--- config.mk ---
export PLATFORM = sky130hd
export DESIGN_NAME = chi2_nearest_cluster_match
export DESIGN_NICKNAME = d
export VERILOG_FILES = /design/src/hw/rtl/c2m_pkg.sv /design/src/hw/rtl/c2m_datapath.sv /design/src/hw/rtl/c2m_ctrl.sv /design/src/hw/rtl/chi2_nearest_cluster_match.sv
export VERILOG_INCLUDE_DIRS = /design/src /design/src/hw/rtl
export SDC_FILE = /design/constraint.sdc
export NUM_CORES = 2
export LEC_CHECK = 0
export ABC_CLOCK_PERIOD_IN_PS = 13200
export BUFFER_PORTS_ARGS = -buffer_cell sky130_fd_sc_hd__buf_2
export CAP_MARGIN = 25
export CORE_MARGIN = 2
export CORE_UTILIZATION = 55
export DETAILED_ROUTE_END_ITERATION = 10
export HOLD_SLACK_MARGIN = 0.06
export PLACE_DENSITY = 0.75
export SLEW_MARGIN = 20
export SYNTH_ARGS = -nofsm -noshare
export SYNTH_HDL_FRONTEND = slang
export SYNTH_SLANG_ARGS = --single-unit
--- constraint.sdc ---
create_clock -name clk -period 13.2 [get_ports clk]
set_input_delay 0.66 -clock clk [delete_from_list [all_inputs] [get_ports clk]]
set_output_delay 0.66 -clock clk [all_outputs]
set_load 0.03 [all_outputs]
--- src/hw/rtl/chi2_nearest_cluster_match_defines.svh ---
// Assertion macros shared by the chi2 cluster matcher RTL.
// Each macro expects the including module to have clk and arst_n in scope.
`ifndef CHI2_NEAREST_CLUSTER_MATCH_DEFINES_SVH
`define CHI2_NEAREST_CLUSTER_MATCH_DEFINES_SVH

// Consequent checked in the same cycle as the antecedent.
`define C2M_ASSERT_NOW(label, ante, cons, msg) \
	label: assert property (@(posedge clk) disable iff (!arst_n) (ante) |-> (cons)) \
		else $error(msg);

// Consequent checked in the cycle after the antecedent.
`define C2M_ASSERT_NEXT(label, ante, cons, msg) \
	label: assert property (@(posedge clk) disable iff (!arst_n) (ante) |=> (cons)) \
		else $error(msg);

`endif

--- src/hw/rtl/c2m_pkg.sv ---
// Shared types and constants for the chi2 nearest cluster matcher.
// Used by the controller, the datapath and the top level; no dependencies.
`timescale 1ns / 1ps

package c2m_pkg;

	// Chi2 values are unsigned Q20.8 and saturate at full scale.
	localparam int ChiW = 28;
	localparam logic [ChiW-1:0] ChiSat = {ChiW{1'b1}};
	// The cap 1e6 in Q20.8.
	localparam logic [ChiW-1:0] ChiCap = 28'd256000000;

	localparam int OutIdxW = 10;
	localparam int MaxClustersDef = 1024;

	// Configuration port.
	localparam int CfgIdxW = 3;
	localparam int CfgDataW = 16;

	typedef enum logic [CfgIdxW-1:0] {
		REG_TIME_OFFSET    = 3'd0,
		REG_INV_SIGMA_TIME = 3'd1,
		REG_INV_SIGMA_X    = 3'd2,
		REG_INV_SIGMA_Y    = 3'd3,
		REG_BEST_ONLY      = 3'd4
	} cfg_reg_e;

	localparam logic signed [13:0] TimeOffsetRst = 14'sd0;
	localparam logic [15:0] InvSigmaRst = 16'd256;
	localparam logic BestOnlyRst = 1'b1;

	// Which chi2 term the shared multiplier works on.
	typedef enum logic [1:0] {
		TERM_TIME = 2'd0,
		TERM_X    = 2'd1,
		TERM_Y    = 2'd2
	} term_e;

	// Multiplier phase: scale the residual, then square the scaled value.
	typedef enum logic {
		PH_SCALE  = 1'b0,
		PH_SQUARE = 1'b1
	} phase_e;

	// Input beat.
	typedef struct packed {
		logic [7:0]         track_tag;
		logic signed [15:0] track_x;
		logic signed [15:0] track_y;
		logic [16:0]        track_time;
		logic signed [15:0] cluster_x;
		logic signed [15:0] cluster_y;
		logic [16:0]        cluster_time;
		logic               last_cluster;
	} in_item_t;

	// Output beat.
	typedef struct packed {
		logic [7:0]         match_tag;
		logic [OutIdxW-1:0] cluster_index;
		logic [ChiW-1:0]    chi2_total;
		logic [ChiW-1:0]    chi2_time;
		logic [ChiW-1:0]    chi2_position;
		logic               is_last;
	} out_item_t;

	// Commands from the controller to the datapath.
	typedef struct packed {
		logic   capture;
		logic   mul_en;
		phase_e phase;
		term_e  term;
		logic   add_pos;
		logic   add_total;
		logic   commit;
	} dp_cmd_t;

	// Status from the datapath to the controller.
	typedef struct packed {
		logic emit;
	} dp_stat_t;

endpackage

--- src/hw/rtl/c2m_datapath.sv ---
// Datapath of the chi2 matcher: config registers, shared multiplier, term and
// best-match registers, output beat register. Depends on c2m_pkg and the defines header.
`timescale 1ns / 1ps
`include "chi2_nearest_cluster_match_defines.svh"

module c2m_datapath
	import c2m_pkg::*;
#(
	parameter int MAX_CLUSTERS = MaxClustersDef
) (
	input  logic                clk,
	input  logic                arst_n,
	input  logic                cfg_we,
	input  logic [CfgIdxW-1:0]  cfg_index,
	input  logic [CfgDataW-1:0] cfg_data,
	input  in_item_t            in_data,
	input  dp_cmd_t             cmd,
	output dp_stat_t            stat,
	output out_item_t           out_data
);

	localparam int CntW = $clog2(MAX_CLUSTERS);
	localparam logic [CntW-1:0] CntMax = CntW'(MAX_CLUSTERS - 1);

	// Saturating add of two chi2 values.
	function automatic logic [ChiW-1:0] sat_add(input logic [ChiW-1:0] a,
			input logic [ChiW-1:0] b);
		logic [ChiW:0] s;
		s = {1'b0, a} + {1'b0, b};
		return s[ChiW] ? ChiSat : s[ChiW-1:0];
	endfunction

	// Configuration registers.
	logic signed [13:0] time_offset_q;
	logic [15:0]        inv_sigma_time_q;
	logic [15:0]        inv_sigma_x_q;
	logic [15:0]        inv_sigma_y_q;
	logic               best_only_q;

	// Captured item.
	logic [17:0] mag_t_q, mag_x_q, mag_y_q;
	logic [7:0]  tag_q;
	logic        last_q;

	// Terms and sums.
	logic [35:0]     prod_q;
	logic [ChiW-1:0] term_t_q, term_x_q, term_y_q;
	logic [ChiW-1:0] pos_q, total_q;

	// Run state.
	logic [ChiW-1:0] best_chi2_q, best_tt_q, best_tp_q;
	logic [CntW-1:0] best_idx_q, count_q;

	out_item_t out_q;

	// Register writes; unknown indexes are dropped.
	always_ff @(posedge clk or negedge arst_n) begin
		if (!arst_n) begin
			time_offset_q    <= TimeOffsetRst;
			inv_sigma_time_q <= InvSigmaRst;
			inv_sigma_x_q    <= InvSigmaRst;
			inv_sigma_y_q    <= InvSigmaRst;
			best_only_q      <= BestOnlyRst;
		end else if (cfg_we) begin
			unique case (cfg_index)
				REG_TIME_OFFSET:    time_offset_q    <= signed'(cfg_data[13:0]);
				REG_INV_SIGMA_TIME: inv_sigma_time_q <= cfg_data;
				REG_INV_SIGMA_X:    inv_sigma_x_q    <= cfg_data;
				REG_INV_SIGMA_Y:    inv_sigma_y_q    <= cfg_data;
				REG_BEST_ONLY:      best_only_q      <= cfg_data[0];
				default: ;
			endcase
		end
	end

	// Residual magnitudes of the incoming beat.
	logic [18:0] dt, dt_neg;
	logic [16:0] dx, dx_neg, dy, dy_neg;
	logic [17:0] mag_t, mag_x, mag_y;

	always_comb begin
		dt = {2'b00, in_data.cluster_time} - {2'b00, in_data.track_time}
			- {{5{time_offset_q[13]}}, time_offset_q};
		dt_neg = ~dt + 19'd1;
		mag_t = dt[18] ? dt_neg[17:0] : dt[17:0];
		dx = {in_data.cluster_x[15], in_data.cluster_x} - {in_data.track_x[15], in_data.track_x};
		dx_neg = ~dx + 17'd1;
		mag_x = {2'b00, dx[16] ? dx_neg[15:0] : dx[15:0]};
		dy = {in_data.cluster_y[15], in_data.cluster_y} - {in_data.track_y[15], in_data.track_y};
		dy_neg = ~dy + 17'd1;
		mag_y = {2'b00, dy[16] ? dy_neg[15:0] : dy[15:0]};
	end

	always_ff @(posedge clk) begin
		if (cmd.capture) begin
			mag_t_q <= mag_t;
			mag_x_q <= mag_x;
			mag_y_q <= mag_y;
			tag_q   <= in_data.track_tag;
			last_q  <= in_data.last_cluster;
		end
	end

	// Shared multiplier operands: residual times inverse sigma, then the square.
	logic [17:0] mul_a, mul_b;
	logic [35:0] prod;
	logic [ChiW-1:0] term_val;

	always_comb begin
		mul_a = prod_q[17:0];
		mul_b = prod_q[17:0];
		if (cmd.phase == PH_SCALE) begin
			unique case (cmd.term)
				TERM_TIME: begin
					mul_a = mag_t_q;
					mul_b = {2'b00, inv_sigma_time_q};
				end
				TERM_X: begin
					mul_a = mag_x_q;
					mul_b = {2'b00, inv_sigma_x_q};
				end
				TERM_Y: begin
					mul_a = mag_y_q;
					mul_b = {2'b00, inv_sigma_y_q};
				end
				default: begin
					mul_a = '0;
					mul_b = '0;
				end
			endcase
		end
		prod = mul_a * mul_b;
		// A scaled value of 2^18 or more saturates the term.
		term_val = (|prod_q[35:18]) ? ChiSat : prod[35:8];
	end

	always_ff @(posedge clk) begin
		if (cmd.mul_en) begin
			if (cmd.phase == PH_SCALE) begin
				prod_q <= prod;
			end else begin
				unique case (cmd.term)
					TERM_TIME: term_t_q <= term_val;
					TERM_X:    term_x_q <= term_val;
					TERM_Y:    term_y_q <= term_val;
					default: ;
				endcase
			end
		end
		if (cmd.add_pos) begin
			pos_q <= sat_add(term_x_q, term_y_q);
		end
		if (cmd.add_total) begin
			total_q <= sat_add(term_t_q, pos_q);
		end
	end

	// Running minimum update.
	logic            lt, first, take_terms;
	logic [ChiW-1:0] nb_chi2, nb_tt, nb_tp;
	logic [CntW-1:0] nb_idx;
	logic [CntW+OutIdxW-1:0] cur_idx_ext, nb_idx_ext;

	always_comb begin
		lt = total_q < best_chi2_q;
		first = (count_q == '0);
		take_terms = lt | first;
		nb_chi2 = lt ? total_q : best_chi2_q;
		nb_idx = lt ? count_q : (first ? '0 : best_idx_q);
		nb_tt = take_terms ? term_t_q : best_tt_q;
		nb_tp = take_terms ? pos_q : best_tp_q;
		cur_idx_ext = {{OutIdxW{1'b0}}, count_q};
		nb_idx_ext = {{OutIdxW{1'b0}}, nb_idx};
	end

	always_ff @(posedge clk or negedge arst_n) begin
		if (!arst_n) begin
			best_chi2_q <= ChiCap;
			best_idx_q  <= '0;
			best_tt_q   <= '0;
			best_tp_q   <= '0;
			count_q     <= '0;
		end else if (cmd.commit) begin
			if (last_q) begin
				best_chi2_q <= ChiCap;
				best_idx_q  <= '0;
				best_tt_q   <= '0;
				best_tp_q   <= '0;
				count_q     <= '0;
			end else begin
				best_chi2_q <= nb_chi2;
				best_idx_q  <= nb_idx;
				best_tt_q   <= nb_tt;
				best_tp_q   <= nb_tp;
				if (count_q < CntMax) begin
					count_q <= count_q + 1'b1;
				end
			end
		end
	end

	// Output beat register, loaded only when a result is due.
	always_ff @(posedge clk) begin
		if (cmd.commit && stat.emit) begin
			out_q.match_tag <= tag_q;
			if (best_only_q) begin
				out_q.cluster_index <= nb_idx_ext[OutIdxW-1:0];
				out_q.chi2_total    <= nb_chi2;
				out_q.chi2_time     <= nb_tt;
				out_q.chi2_position <= nb_tp;
				out_q.is_last       <= 1'b1;
			end else begin
				out_q.cluster_index <= cur_idx_ext[OutIdxW-1:0];
				out_q.chi2_total    <= total_q;
				out_q.chi2_time     <= term_t_q;
				out_q.chi2_position <= pos_q;
				out_q.is_last       <= last_q;
			end
		end
	end

	assign stat.emit = ~best_only_q | last_q;
	assign out_data = out_q;

	`C2M_ASSERT_NOW(a_best_under_cap, 1'b1, best_chi2_q <= ChiCap, "best chi2 above cap")
	`C2M_ASSERT_NOW(a_count_bounded, 1'b1, count_q <= CntMax, "cluster count overran")
	`C2M_ASSERT_NEXT(a_run_cleared, cmd.commit && last_q,
		count_q == '0 && best_chi2_q == ChiCap, "run state not cleared after last cluster")

endmodule

--- src/hw/rtl/c2m_ctrl.sv ---
// Controller of the chi2 matcher: sequences the shared multiplier, the sums
// and the commit, and owns the output valid flag. Depends on c2m_pkg and the defines header.
`timescale 1ns / 1ps
`include "chi2_nearest_cluster_match_defines.svh"

module c2m_ctrl
	import c2m_pkg::*;
(
	input  logic     clk,
	input  logic     arst_n,
	input  logic     in_valid,
	output logic     in_ready,
	output logic     out_valid,
	input  logic     out_ready,
	output dp_cmd_t  cmd,
	input  dp_stat_t stat
);

	typedef enum logic [2:0] {
		ST_IDLE,
		ST_MUL,
		ST_ADD_POS,
		ST_ADD_TOT,
		ST_COMMIT
	} state_e;

	// Three terms, two multiplier passes each.
	localparam logic [2:0] LastStep = 3'd5;

	state_e     state_q;
	logic [2:0] step_q;
	logic       out_valid_q;
	logic       accept, commit_go;

	assign in_ready = (state_q == ST_IDLE);
	assign accept = in_valid & in_ready;
	// A result that loads the output register is only committed once that register is free or being taken.
	assign commit_go = (state_q == ST_COMMIT) && (!stat.emit || !out_valid_q || out_ready);

	// Command decode.
	always_comb begin
		cmd.capture = accept;
		cmd.mul_en = (state_q == ST_MUL);
		cmd.phase = phase_e'(step_q[0]);
		cmd.term = term_e'(step_q[2:1]);
		cmd.add_pos = (state_q == ST_ADD_POS);
		cmd.add_total = (state_q == ST_ADD_TOT);
		cmd.commit = commit_go;
	end

	// State, step counter and output valid.
	always_ff @(posedge clk or negedge arst_n) begin
		if (!arst_n) begin
			state_q <= ST_IDLE;
			step_q <= '0;
			out_valid_q <= 1'b0;
		end else begin
			if (commit_go && stat.emit) begin
				out_valid_q <= 1'b1;
			end else if (out_ready) begin
				out_valid_q <= 1'b0;
			end
			unique case (state_q)
				ST_IDLE: begin
					step_q <= '0;
					if (accept) begin
						state_q <= ST_MUL;
					end
				end
				ST_MUL: begin
					if (step_q == LastStep) begin
						step_q <= '0;
						state_q <= ST_ADD_POS;
					end else begin
						step_q <= step_q + 3'd1;
					end
				end
				ST_ADD_POS: begin
					state_q <= ST_ADD_TOT;
				end
				ST_ADD_TOT: begin
					state_q <= ST_COMMIT;
				end
				ST_COMMIT: begin
					if (commit_go) begin
						state_q <= ST_IDLE;
					end
				end
				default: begin
					state_q <= ST_IDLE;
				end
			endcase
		end
	end

	assign out_valid = out_valid_q;

	`C2M_ASSERT_NEXT(a_accept_starts_mul, accept, state_q == ST_MUL && step_q == 3'd0,
		"accepted beat did not start the multiplier sequence")
	`C2M_ASSERT_NEXT(a_commit_sets_valid, cmd.commit && stat.emit, out_valid_q,
		"committed result not presented")
	`C2M_ASSERT_NOW(a_valid_from_commit, $rose(out_valid_q), $past(state_q == ST_COMMIT),
		"output valid rose outside commit")
	`C2M_ASSERT_NOW(a_step_bounded, state_q == ST_MUL, step_q <= LastStep,
		"multiplier step out of range")

endmodule

--- src/hw/rtl/chi2_nearest_cluster_match.sv ---
// Top level of the chi2 nearest cluster matcher.
// Joins c2m_ctrl and c2m_datapath; depends on c2m_pkg.
//
// Channel   Direction  Handshake               Payload
// in        input      in_valid / in_ready     in_data (in_item_t)
// out       output     out_valid / out_ready   out_data (out_item_t)
// cfg       input      cfg_we                  cfg_index, cfg_data
//
// A beat is accepted only while idle; its result is committed in the commit state,
// after six passes through the single shared 18x18 multiplier (scale and square for
// the time, x and y terms) and two saturating adds, and no new beat is accepted
// until that commit.
// The commit of an emitted result waits while a previous result is held and not taken.
// Reset clears the configuration to its defaults and the best-match run state.
`timescale 1ns / 1ps

module chi2_nearest_cluster_match
	import c2m_pkg::*;
#(
	parameter int MAX_CLUSTERS = MaxClustersDef
) (
	input  logic                clk,
	input  logic                arst_n,
	input  logic                in_valid,
	output logic                in_ready,
	input  in_item_t            in_data,
	output logic                out_valid,
	input  logic                out_ready,
	output out_item_t           out_data,
	input  logic                cfg_we,
	input  logic [CfgIdxW-1:0]  cfg_index,
	input  logic [CfgDataW-1:0] cfg_data
);

	dp_cmd_t  cmd;
	dp_stat_t stat;

	// Sequencer.
	c2m_ctrl u_ctrl (
		.clk       (clk),
		.arst_n    (arst_n),
		.in_valid  (in_valid),
		.in_ready  (in_ready),
		.out_valid (out_valid),
		.out_ready (out_ready),
		.cmd       (cmd),
		.stat      (stat)
	);

	// Arithmetic and state.
	c2m_datapath #(
		.MAX_CLUSTERS (MAX_CLUSTERS)
	) u_datapath (
		.clk       (clk),
		.arst_n    (arst_n),
		.cfg_we    (cfg_we),
		.cfg_index (cfg_index),
		.cfg_data  (cfg_data),
		.in_data   (in_data),
		.cmd       (cmd),
		.stat      (stat),
		.out_data  (out_data)
	);

endmodule
==> flow_summary_export.csv <==
group,metric,value,unit
run_status,status,"completed",
sta,layout_min_cycle_time,8.79,ns
synthesis,synth.top_cells.by_count,"inv_1, edfxtp_1, nand2_1, ha_1, fa_1",
synthesis,yosys.area.top_type,"edfxtp_1",
placement,io_buffer_count,235,
placement,detailed_place_hpwl,67600,µm
finish,nFillCells,5403,
finish,areaGrowthSynthToFinish,10.8,%
critical_path,flop_to_flop_setup_slack,4.41,ns
global_route,grt_pass1_vias,26100,
global_route,gr-total-overflow,0,
sta,total_count_of_max_transition_violations_in_the_final_report,0,
floorplanning,die_y,264,µm
detailed_routing,postRouteWirelength,87800,µm
synthesis,post-synth-top-area-fraction,0.273,
synthesis,asyncSetResetFlopFracSynth,0.340,
detailed_routing,drtAntennaViolNets,0,
clock_tree,cts.path.max_buffers,3,
detailed_routing,wl_per_cell,19.0,µm
global_route,grt_first_pass_wirelength,140000,µm
finish,regArea,14500,µm²
synthesis,synthMuxAreaShare,0.0430,
finish,fraction_of_final_layout_cells_with_drive_strength_greater_than_1,0.145,
synthesis,yosysSeqAreaShare,0.391,
floorplanning,initial_core_util,0.554,
global_route,initial_antenna_violation_count,5,
synthesis,postSynthAreaPerCell,10.6,µm²
global_route,grt_max_degree,94,
finish,multiInputGateArea,20600,µm²
clock_tree,cts_resizes,0,
finish,final_net_count,4367,
sta,max-slew-margin-rel,0.271,
min_path,min_path_type,"in -> reg",
detailed_routing,route.detailed.vias_per_inst,5.74,
sta,setup_viol,0,
detailed_routing,first_iter_violations,2171,
synthesis,synth.area.top_cells,"edfxtp_1, fa_1, dfrtp_1",
synthesis,post_synthesis_cell_type_count,91,
sta,final_hold_viol_count,0,
sta,unrepaired_setup_endpoints_after_global_routing,"no",
detailed_routing,drcViolationCount,0,
floorplanning,design.die.area,69700,µm²
clock_tree,clk-insertion-delay-late,0.61,ns
clock_tree,cts_num_sinks,512,
detailed_routing,count_of_tritonroute_iterations_in_the_first_routing_pass,6,
synthesis,synth_top_flop_cell,"edfxtp_1",
sta,maxClockFrequency,114,MHz
critical_path,critical_path.startpoint_type,"register",
synthesis,edff_count_synth,338,
synthesis,main_combinational_cell_family_by_area_after_synthesis,"adder cells",
sta,tightest_slew,1.09,ns
critical_path,crit_required,13.51,ns
synthesis,synth.yosys.warnings,0,
floorplanning,core_area,67000,µm²
synthesis,yosys.area_share.adder,0.230,
synthesis,syn_inst,3497,
sta,layout_worst_path_cycle_share,0.666,
detailed_routing,number_of_vias_after_detailed_routing,26600,
synthesis,synth_seq_cells,512,
critical_path,critPathArrivalTime,9.10,ns
synthesis,post_synth_instance_area,37200,µm²
clock_tree,post_cts_buffers,0,
synthesis,xor_and_xnor_area_share_after_synthesis,0.0369,
clock_tree,clk_transition_reported_paths,0.07,ns
clock_tree,h_tree_depth,2,
global_route,gr-usage-all-layers,0.252,
synthesis,synth_fp_nets,4155,
floorplanning,ios,236,
critical_path,critical_path.endpoint_type,"register",
synthesis,synthMostInstantiatedCell,"inv_1",
synthesis,yosys.area_share.simple,0.113,
floorplanning,die_width,264,µm
sta,final.setup.tns,0,ns
sta,final.setup_skew,0.0283,ns
critical_path,path_class,"reg -> reg",
critical_path,critPathMaxFanout,35,
clock_tree,tritoncts,"built",
finish,post-route-util,0.614,
floorplanning,floorplan.rows,95,
clock_tree,clock_tree.root_cell,"clkbuf_16",
clock_tree,tritoncts.num_buffers,51,
run,drv_cap,0,
placement,gp_routability_congestion,0.989,
synthesis,synth_compound_area_frac,0.128,
[kinds of logic (layout without fill, tap and decap cells)]
family,count (synthesis),count (layout)
compound gates,703,703
simple gates,885,885
mux,146,146
flops,512,512
other cells,0,4
xor+xnor,155,155
buf+inv,569,824
fa+ha+maj,527,527
[worst max-delay path, cell delays in order, from the launching register on]
cell	delay, ns
dfrtp_2	0.71
buf_4	0.55
mux2i_1	0.27
o21ai_0	0.23
o21ai_1	0.82
nor2_1	0.14
fa_1	0.56
inv_1	0.06
fa_1	0.54
inv_1	0.05
fa_1	0.49
fa_1	0.42
fa_1	0.54
fa_1	0.42
ha_1	0.35
a21oi_1	0.18
o21bai_1	0.09
a21oi_2	0.19
o21ai_1	0.10
a221o_1	0.38
a311oi_2	0.37
o31ai_2	0.15
a221oi_2	0.29
xnor2_1	0.14
or4_1	0.45
[cells in the final DEF, fill, tap and decap left out, types with 110 or more instances in the layout]
| cell | instances |
|---|---|
| ha_1 | 265 |
| inv_1 | 455 |
| nand2_1 | 321 |
| mux2_2 | 110 |
| nor2_1 | 224 |
| a21oi_1 | 118 |
| buf_2 | 234 |
| dfrtp_1 | 160 |
| o21ai_0 | 168 |
| edfxtp_1 | 338 |
| fa_1 | 262 |
[area by class of cell]
class | count | share of cell area
Clock buffer | 53 | 0.0314
Tap cell | 873 | 0.0265
Inverter | 455 | 0.0415
Clock inverter | 43 | 0.0109
Sequential cell | 512 | 0.353
Multi-Input combinational cell | 2416 | 0.500
Timing Repair Buffer | 273 | 0.0369
Antenna cell | 4 | 0.000243
[through the flow]
| stage | instances | worst slack (ns) | area [µm²] | hold WS [ns] |
|---|---|---|---|---|
| 4_1_cts | 4622 | 4.53 | 41100 | 0.204 |
| 5_1_grt | 4628 | 4.03 | 41200 | 0.218 |
| 3_3_place_gp | 4524 | 4.74 | 39300 | 0.401 |
| 2_1_floorplan | 3497 | 5.46 | 37200 | 0.364 |
| 6_report | 4629 | 4.41 | 41200 | 0.240 |
| 3_5_place_dp | 4525 | 4.55 | 39400 | 0.405 |
[sequential cells by signal, indices dropped and copies added (netlist names), 10 cells and up]
name                         cells
u_datapath.best_tp_q            28
u_datapath.best_idx_q           10
u_datapath.best_tt_q            28
u_datapath.total_q              28
u_datapath.term_x_q             28
u_datapath.mag_t_q              18
u_datapath.mag_x_q              16
u_datapath.term_y_q             28
u_datapath.mag_y_q              16
u_datapath.inv_sigma_y_q        16
u_datapath.inv_sigma_time_q     16
u_datapath.term_t_q             28
u_datapath.best_chi2_q          28
u_datapath.time_offset_q        14
u_datapath.prod_q               36
u_datapath.pos_q                28
u_datapath.count_q              10
u_datapath.out_data            103
u_datapath.inv_sigma_x_q        16
[routing by layer]
| layer | vias to the layer above | GRT usage | part of all wire |
|---|---|---|---|
| met3 | 194 | 0.0418 | 0.066 |
| met1 | 13100 | 0.342 | 0.43 |
| met2 | 824 | 0.409 | 0.47 |
| li1 | 12500 | - | - |
| met5 | - | 0 | 0 |
| met4 | 0 | 0.0946 | 0.040 |
[what timing repair did]
item,4_1_cts,5_1_grt
hold buffers,1,0
hold endpoints to repair,44,0
endpoints found under the setup margin,0,0
[final timing paths]
check	start	endpoint	cells after the start
min in group asynchronous	arst_n	u_datapath.best_tp_q[24]	2
setup reg to reg	u_ctrl.step_q[1]	u_datapath.term_t_q[27]	24
hold / removal	in_data[99]	u_datapath.tag_q[0]	1
max in group asynchronous	arst_n	u_datapath.inv_sigma_y_q[8]	5
setup / recovery	u_ctrl.step_q[1]	u_datapath.term_t_q[27]	24
hold reg to reg	u_datapath.tag_q[3]	u_datapath.out_data[98]	0
Power is left out: the tool's default activity adds up to more than one toggle a clock period on the data nets, which glitch-free logic cannot reach.
